--- config.mk ---
export PLATFORM = sky130hd
export DESIGN_NAME = gpbj_ctrl
export DESIGN_NICKNAME = d
export VERILOG_FILES = /design/src/hdl/grid_paths_bounded_jump_count_top_defines.svh /design/src/hdl/gpbj_pkg.sv /design/src/hdl/gpbj_ctrl.sv
export SDC_FILE = /design/constraint.sdc
export NUM_CORES = 1
export LEC_CHECK = 0
export BUFFER_PORTS_ARGS = -buffer_cell sky130_fd_sc_hd__buf_4
export CORE_MARGIN = 2
export CORE_UTILIZATION = 45
export DETAILED_ROUTE_END_ITERATION = 8
export PLACE_DENSITY = 0.83
export REMOVE_ABC_BUFFERS = 1
export SYNTH_ARGS = -nofsm -noshare
export SYNTH_HDL_FRONTEND = slang
export SYNTH_SLANG_ARGS = --single-unit
--- constraint.sdc ---
create_clock -name aclk -period 1.8 [get_ports aclk]
set_input_delay 0.18 -clock aclk [delete_from_list [all_inputs] [get_ports aclk]]
set_output_delay 0.18 -clock aclk [all_outputs]
set_load 0.03 [all_outputs]
--- src/hdl/grid_paths_bounded_jump_count_top_defines.svh ---
// Assertion macros for the grid path counter.
`ifndef GRID_PATHS_BOUNDED_JUMP_COUNT_TOP_DEFINES_SVH
`define GRID_PATHS_BOUNDED_JUMP_COUNT_TOP_DEFINES_SVH
`ifndef ASSERT_OFF
`define GPBJ_ASSERT_SAME(lbl, ante, cons) \
    lbl: assert property (@(posedge aclk) disable iff (!aresetn) (ante) |-> (cons)) \
        else $error("gpbj assertion failed");
`define GPBJ_ASSERT_NEXT(lbl, ante, cons) \
    lbl: assert property (@(posedge aclk) disable iff (!aresetn) (ante) |=> (cons)) \
        else $error("gpbj assertion failed");
`else
`define GPBJ_ASSERT_SAME(lbl, ante, cons)
`define GPBJ_ASSERT_NEXT(lbl, ante, cons)
`endif
`endif

--- src/hdl/gpbj_pkg.sv ---
// Shared constants, types and controller states for the grid path counter.
package gpbj_pkg;

    localparam int MAX_SIDE  = 32;
    localparam int IDX_W     = (MAX_SIDE > 1) ? $clog2(MAX_SIDE) : 1;
    localparam int SIDE_W    = 6;
    localparam int JUMP_W    = 6;
    localparam int WAYS_W    = 64;
    localparam int SUM_W     = WAYS_W + IDX_W;
    localparam int EXT_W     = (IDX_W + 1 > SIDE_W) ? IDX_W + 1 : SIDE_W;
    localparam int ADDR_W    = 2 * IDX_W;
    localparam int MEM_DEPTH = 1 << ADDR_W;

    typedef enum logic [1:0] {
        ST_IDLE,
        ST_CALC,
        ST_UPD,
        ST_FIN
    } state_t;

    typedef struct packed {
        logic             start;
        logic             calc;
        logic             upd;
        logic             row_end;
        logic             load;
        logic [IDX_W-1:0] row;
        logic [IDX_W-1:0] col;
    } cmd_t;

    typedef struct packed {
        logic out_busy;
    } status_t;

endpackage

--- src/hdl/gpbj_ctrl.sv ---
// Controller: input handshake, side clamp and the row/column sweep over the grid.
module gpbj_ctrl (
    input  logic                         aclk,
    input  logic                         aresetn,
    input  logic                         s_valid,
    output logic                         s_ready,
    input  logic [gpbj_pkg::SIDE_W-1:0]  s_side,
    output gpbj_pkg::cmd_t               cmd,
    input  gpbj_pkg::status_t            status
);

    gpbj_pkg::state_t                state_reg, state_next;
    logic [gpbj_pkg::IDX_W-1:0]      row_reg, row_next;
    logic [gpbj_pkg::IDX_W-1:0]      col_reg, col_next;
    logic [gpbj_pkg::IDX_W-1:0]      last_reg, last_next;
    logic [gpbj_pkg::EXT_W-1:0]      side_ext;
    logic [gpbj_pkg::EXT_W-1:0]      side_clamped;
    logic                            row_done;
    logic                            grid_done;

    always_comb begin
        side_ext = gpbj_pkg::EXT_W'(s_side);
        if (side_ext == '0) begin
            side_clamped = gpbj_pkg::EXT_W'(1);
        end else if (side_ext > gpbj_pkg::EXT_W'(gpbj_pkg::MAX_SIDE)) begin
            side_clamped = gpbj_pkg::EXT_W'(gpbj_pkg::MAX_SIDE);
        end else begin
            side_clamped = side_ext;
        end
    end

    assign row_done  = (col_reg == last_reg);
    assign grid_done = row_done && (row_reg == last_reg);

    always_comb begin
        state_next = state_reg;
        row_next   = row_reg;
        col_next   = col_reg;
        last_next  = last_reg;
        case (state_reg)
            gpbj_pkg::ST_IDLE: begin
                if (s_valid) begin
                    last_next  = gpbj_pkg::IDX_W'(side_clamped - gpbj_pkg::EXT_W'(1));
                    row_next   = '0;
                    col_next   = '0;
                    state_next = gpbj_pkg::ST_CALC;
                end
            end
            gpbj_pkg::ST_CALC: begin
                state_next = gpbj_pkg::ST_UPD;
            end
            gpbj_pkg::ST_UPD: begin
                if (grid_done) begin
                    state_next = gpbj_pkg::ST_FIN;
                end else begin
                    state_next = gpbj_pkg::ST_CALC;
                    if (row_done) begin
                        col_next = '0;
                        row_next = row_reg + gpbj_pkg::IDX_W'(1);
                    end else begin
                        col_next = col_reg + gpbj_pkg::IDX_W'(1);
                    end
                end
            end
            gpbj_pkg::ST_FIN: begin
                if (!status.out_busy) begin
                    state_next = gpbj_pkg::ST_IDLE;
                end
            end
            default: begin
                state_next = gpbj_pkg::ST_IDLE;
            end
        endcase
    end

    always_comb begin
        s_ready     = 1'b0;
        cmd         = '0;
        cmd.row     = row_reg;
        cmd.col     = col_reg;
        cmd.row_end = row_done;
        case (state_reg)
            gpbj_pkg::ST_IDLE: begin
                s_ready   = 1'b1;
                cmd.start = s_valid;
            end
            gpbj_pkg::ST_CALC: begin
                cmd.calc = 1'b1;
            end
            gpbj_pkg::ST_UPD: begin
                cmd.upd = 1'b1;
            end
            gpbj_pkg::ST_FIN: begin
                cmd.load = !status.out_busy;
            end
            default: begin
                s_ready = 1'b0;
            end
        endcase
    end

    always_ff @(posedge aclk) begin
        if (!aresetn) begin
            state_reg <= gpbj_pkg::ST_IDLE;
            row_reg   <= '0;
            col_reg   <= '0;
            last_reg  <= '0;
        end else begin
            state_reg <= state_next;
            row_reg   <= row_next;
            col_reg   <= col_next;
            last_reg  <= last_next;
        end
    end

endmodule

# Word-level counts from Yosys, hierarchy flattened
# Index checks and enable logic that the tools add are counted.
# totals
register_bits,17
in_bits,10
out_inout_bits,16
wordCells,44
# classes
n_mux,18
add_sub_neg,3
eq_ne,9
n_reduce_logical,9
n_lt_le_gt_ge,1
# op_table
op,n
5-bit two-way mux,7
5-bit case mux with 2 select lines,2
"5-bit by 1-bit adder with 5-bit output, second input constant",2
5-bit equality test,2
"2-bit inequality test, second input constant",4
2-bit case mux with 4 select lines,1
"6-bit > comparator, second input constant",1
6-bit logical NOT,1
2-bit two-way mux,3
1-bit two-way mux,5
"5-bit by 1-bit subtractor with 5-bit output, second input constant",1
"2-bit equality test, second input constant",2
2-bit AND reduction,2
4-bit AND reduction,1
3-bit AND reduction,1
"2-bit by 1-bit equality test with 1-bit output, second input constant",1
2-bit logical NOT,1
2-bit nonzero test,1
1-bit logical AND,1
1-bit logical NOT,1

# Logic depth before layout (Yosys ltp)
# depth
ltp_word,4
mapped_depth,7
mapped_depth_nobuf,7

# Least setup slack after synthesis
# Ideal clock, no wire load.
# synth_timing
path_type,reg-to-reg
start,register row_reg[0] (netlist name)
end,register col_reg[0] (netlist name)
arrival_ps,1842
synth_period_minus_slack_ps,1912
setup_time_ps,70
n_path_buf,2
required_ps,1730
setup_slack_ps,-112
path_stages_with_launch,8
cell_sequence,dfxtp_1 -> xnor2_1 -> and2_0 -> and4_1 -> buf_6 -> buf_6 -> or4_1 -> a21oi_1
# synth_via
elab_chain_cells,4
# synth_rtl
element,line,source
start: declaration,gpbj_ctrl.sv:13,"logic [gpbj_pkg::IDX_W-1:0] row_reg, row_next;"
start signal: assignment,gpbj_ctrl.sv:110,row_reg <= row_next;
5-bit equality test,gpbj_ctrl.sv:33,assign grid_done = row_done && (row_reg == last_reg);
1-bit logical AND,gpbj_ctrl.sv:33,
2-bit inequality test (no source line),n/a,
3-bit AND reduction (no source line),n/a,
end signal: assignment,gpbj_ctrl.sv:111,col_reg <= col_next;
end: declaration,gpbj_ctrl.sv:14,"logic [gpbj_pkg::IDX_W-1:0] col_reg, col_next;"
# Every way passes these cells.
# A chain may end at the register's enable or synchronous reset.

# Worst setup path in the final report
# layout_timing
start,register col_reg[0] (netlist name)
end,register row_reg[3] (netlist name)
# layout_via
elab_chain_cells,4
elab_cells_between_ends,5
classes_between,eq/ne (3); reduce/logical (2)
# layout_rtl
element,line,source
5-bit equality test *,gpbj_ctrl.sv:32,assign row_done = (col_reg == last_reg);
1-bit logical AND,gpbj_ctrl.sv:33,
2-bit inequality test (no source line),n/a,
4-bit AND reduction (no source line) *,n/a,
# Every way passes the cells marked *; elsewhere a longest branch is shown, timed or not.

==> results.yml <==
outcome:
  outcome: "completed"
clock_network:
  cts_buffer_depth: 2
  numCtsBuffers: 3
  post_cts_buffers: 0
  htreeDepth: 1
  holdBufCountCts: 0
  path_clk_slew_ns: 0.10
  worstSkewPairLatency_ns: 0.29
  cts_root_buf: "clkbuf_4"
  cts_tree: "done"
  cts.sinks: 17
grt:
  grt_pass1_wl_um: 4410
  grt_max_degree: 16
  use_met1: 0.275
  grt_pass1_vias: 985
  grt-ovfl-total: 0
  top_usage_layer: "met2"
  use_met2: 0.361
  antenna_found_initial: 0
  grtUsageTotal: 0.215
  grtUsageMet3: 0.0575
worst_setup_path:
  crit_required_ns: 1.96
  r2r_cells: 5
  worst-path-max-fanout: 3
  path_class: "flip-flop to flip-flop"
  r2r_end: "row_reg[3]"
  r2r-start: "col_reg[0]"
  crit_arrival_ns: 1.94
  startpoint_type: "flip-flop"
  reg2reg_slack_ns: 0.02
  crit_path_end_kind: "flip-flop"
synth:
  synth-seq-area-share: 0.329
  async_reset_ff_frac: 0
  synth_ff_type: "dfxtp_1"
  ys_seq_elements: 17
  synthTopCellsByCount: "17 x dfxtp_1, 9 x xor2_1, 7 x a21oi_1, 7 x nand2_1, 7 x o31ai_1"
  synth_top_area_share: 0.329
  yosysMostFrequentCell: "dfxtp_1"
  syn-cell-area_um2: 1030
  yosys.area.top_type: "dfxtp_1"
  syn_avg_cell_area_um2: 8.54
  synth_edf_count: 0
  ys_warn_count: 0
  synthTopCellsByArea: "dfxtp_1 33%, xor2_1 7.6%, o31ai_1 5.1%, ha_1 3.6%, a21oi_1 3.4%"
  synth.distinct_cells: 39
  syn_inst: 121
sta:
  whs_ns: 0.181
  maxSlewViolCount: 0
  rsz0062_at_grt: "true"
  hold_violations: 0
  setup_tns_ns: 0
  setup_viol_count_final: 0
  fin_crit_ns: 1.78
  worst_slack_ns: 0.0230
  post-route-period-util: 0.987
  fin_skew_ns: 0.00155
  max_freq_ghz: 0.563
  tightest_slew_ns: 0.537
  relSlewSlack: 0.640
die:
  die_y_um: 51.9
  coreArea_um2: 2190
  io_pins: 26
  die-area_um2: 2700
  fp-row-count: 17
  die_w_um: 51.9
  initial_core_util: 0.472
pwr:
  power_frac_comb: 0.279
  seqPwrFrac: 0.480
  clock_power_share: 0.242
  switching_share: 0.322
  p_leak_nw: 0.625
  power.density_nw_per_um2: 627
  p_switching_mw: 0.275
  peakVddDrop_mv: 0.432
  p_int_mw: 0.579
detailed_routing:
  via_per_inst: 5.72
  ant_nets: 0
  drt-total-wl_um: 2650
  drtIter0Drc: 36
  remaining_drc_errors: 0
  drt-pass1-iter-count: 4
  wl_per_cell_um: 14.4
  vias: 1052
flow_run:
  drv_cap: 0
place:
  dp_slack_ns: -0.0773
  hpwlAfterDp_um: 2000
  postPlaceCellArea_um2: 1310
  io_buffers: 25
  place_congestion: 0.849
worst_hold_path:
  holdPathStages: 2
  worstHoldEndpoint: "state_reg[1]"
  hp-class: "primary input to flip-flop"
  hp-start: "aresetn"
cells_and_area:
  postLayoutCoreUtil: 0.622
  drive_above_1_share: 0.301
  syn_to_final_growth_pct: 31.8
  nets: 170
  n_antenna_cell: 0
  final_area_um2: 1360
==> metrics by stage <==
stage	total power, mW	std cells
finish	0.854	184
global route	0.901	184
CTS	0.851	184
detailed placement	0.642	180
global placement	0.635	180
floorplan	0.551	115
==> worst max-delay path by stage <==
stage | start | end | slack, ns
after floorplan | state_reg[1] | row_reg[1] | -0.30
after global placement | row_reg[3] | row_reg[1] | 0.03
after detailed placement | row_reg[3] | row_reg[1] | -0.08
after CTS | last_reg[0] | col_reg[2] | 0.03
after global routing | col_reg[0] | row_reg[3] | -0.14
final | col_reg[0] | row_reg[3] | 0.02
==> area by class of cell <==
class	count	area, µm²
Timing Repair Buffer	37	278
Clock buffer	4	26.3
Inverter	6	26.3
Tap cell	28	35.0
Fill cell	186	828
Multi-Input combinational cell	92	656
Sequential cell	17	342
==> timing repair <==
item                                    4_1_cts  5_1_grt
gates resized for setup                       4        4
cloned                                        0        0
hold endpoints to repair                      0        0
endpoints found under the setup margin        7        9
pin swaps                                     0        1
==> worst max-delay path, stage by stage (launching register included) <==
cell and delay, ns:
dfxtp_1 0.35, xor2_1 0.18, nor3_2 0.26, a31oi_1 0.25, o41ai_1 0.49, o31ai_2 0.13
==> power by group through the flow <==
stage	combinational, mW	sequential (mW)	clock [mW]
floorplan	0.122	0.429	0
global placement	0.217	0.417	0
detailed placement	0.224	0.418	0
CTS	0.232	0.409	0.210
global route	0.262	0.411	0.228
finish	0.238	0.409	0.206
==> cells by family after synthesis <==
logic type               Yosys count  synth area share
flip-flops                        17             0.329
XOR/XNOR                          11            0.0932
multiplexers                       1           0.00969
buffers and inverters             12            0.0617
adder cells (fa/ha/maj)            3            0.0363
AND/OR/NAND/NOR                   42             0.230
AO/OA/AOI/OAI                     35             0.240
==> placed cells by master, fill, tap and decap left out, types with 2 or more instances in the layout <==
| cell | netlist | layout |
|---|---|---|
| a21boi_0 | 3 | 3 |
| a21oi_1 | 7 | 7 |
| and2_1 | 4 | 4 |
| buf_4 | 1 | 37 |
| clkbuf_4 | 0 | 3 |
| dfxtp_1 | 17 | 16 |
| ha_1 | 3 | 3 |
| inv_1 | 6 | 5 |
| nand2_1 | 7 | 7 |
| nand3_1 | 3 | 3 |
| nand4_1 | 2 | 2 |
| nor2_1 | 6 | 6 |
| nor2b_1 | 4 | 4 |
| nor4_1 | 3 | 3 |
| o211a_1 | 2 | 2 |
| o21a_1 | 3 | 3 |
| o21ai_0 | 4 | 4 |
| o31ai_1 | 7 | 6 |
| o41ai_1 | 2 | 2 |
| or4_1 | 4 | 4 |
| xnor2_1 | 2 | 2 |
| xor2_1 | 9 | 9 |
==> metal layers <==
| metal | vias up | part of all wire |
|---|---|---|
| met2 | 36 | 0.50 |
| met5 | - | 0 |
| met4 | 0 | 0.014 |
| met3 | 5 | 0.056 |
| met1 | 493 | 0.43 |
| li1 | 518 | - |
No activity file was read; power rests on OpenSTA's default activity.
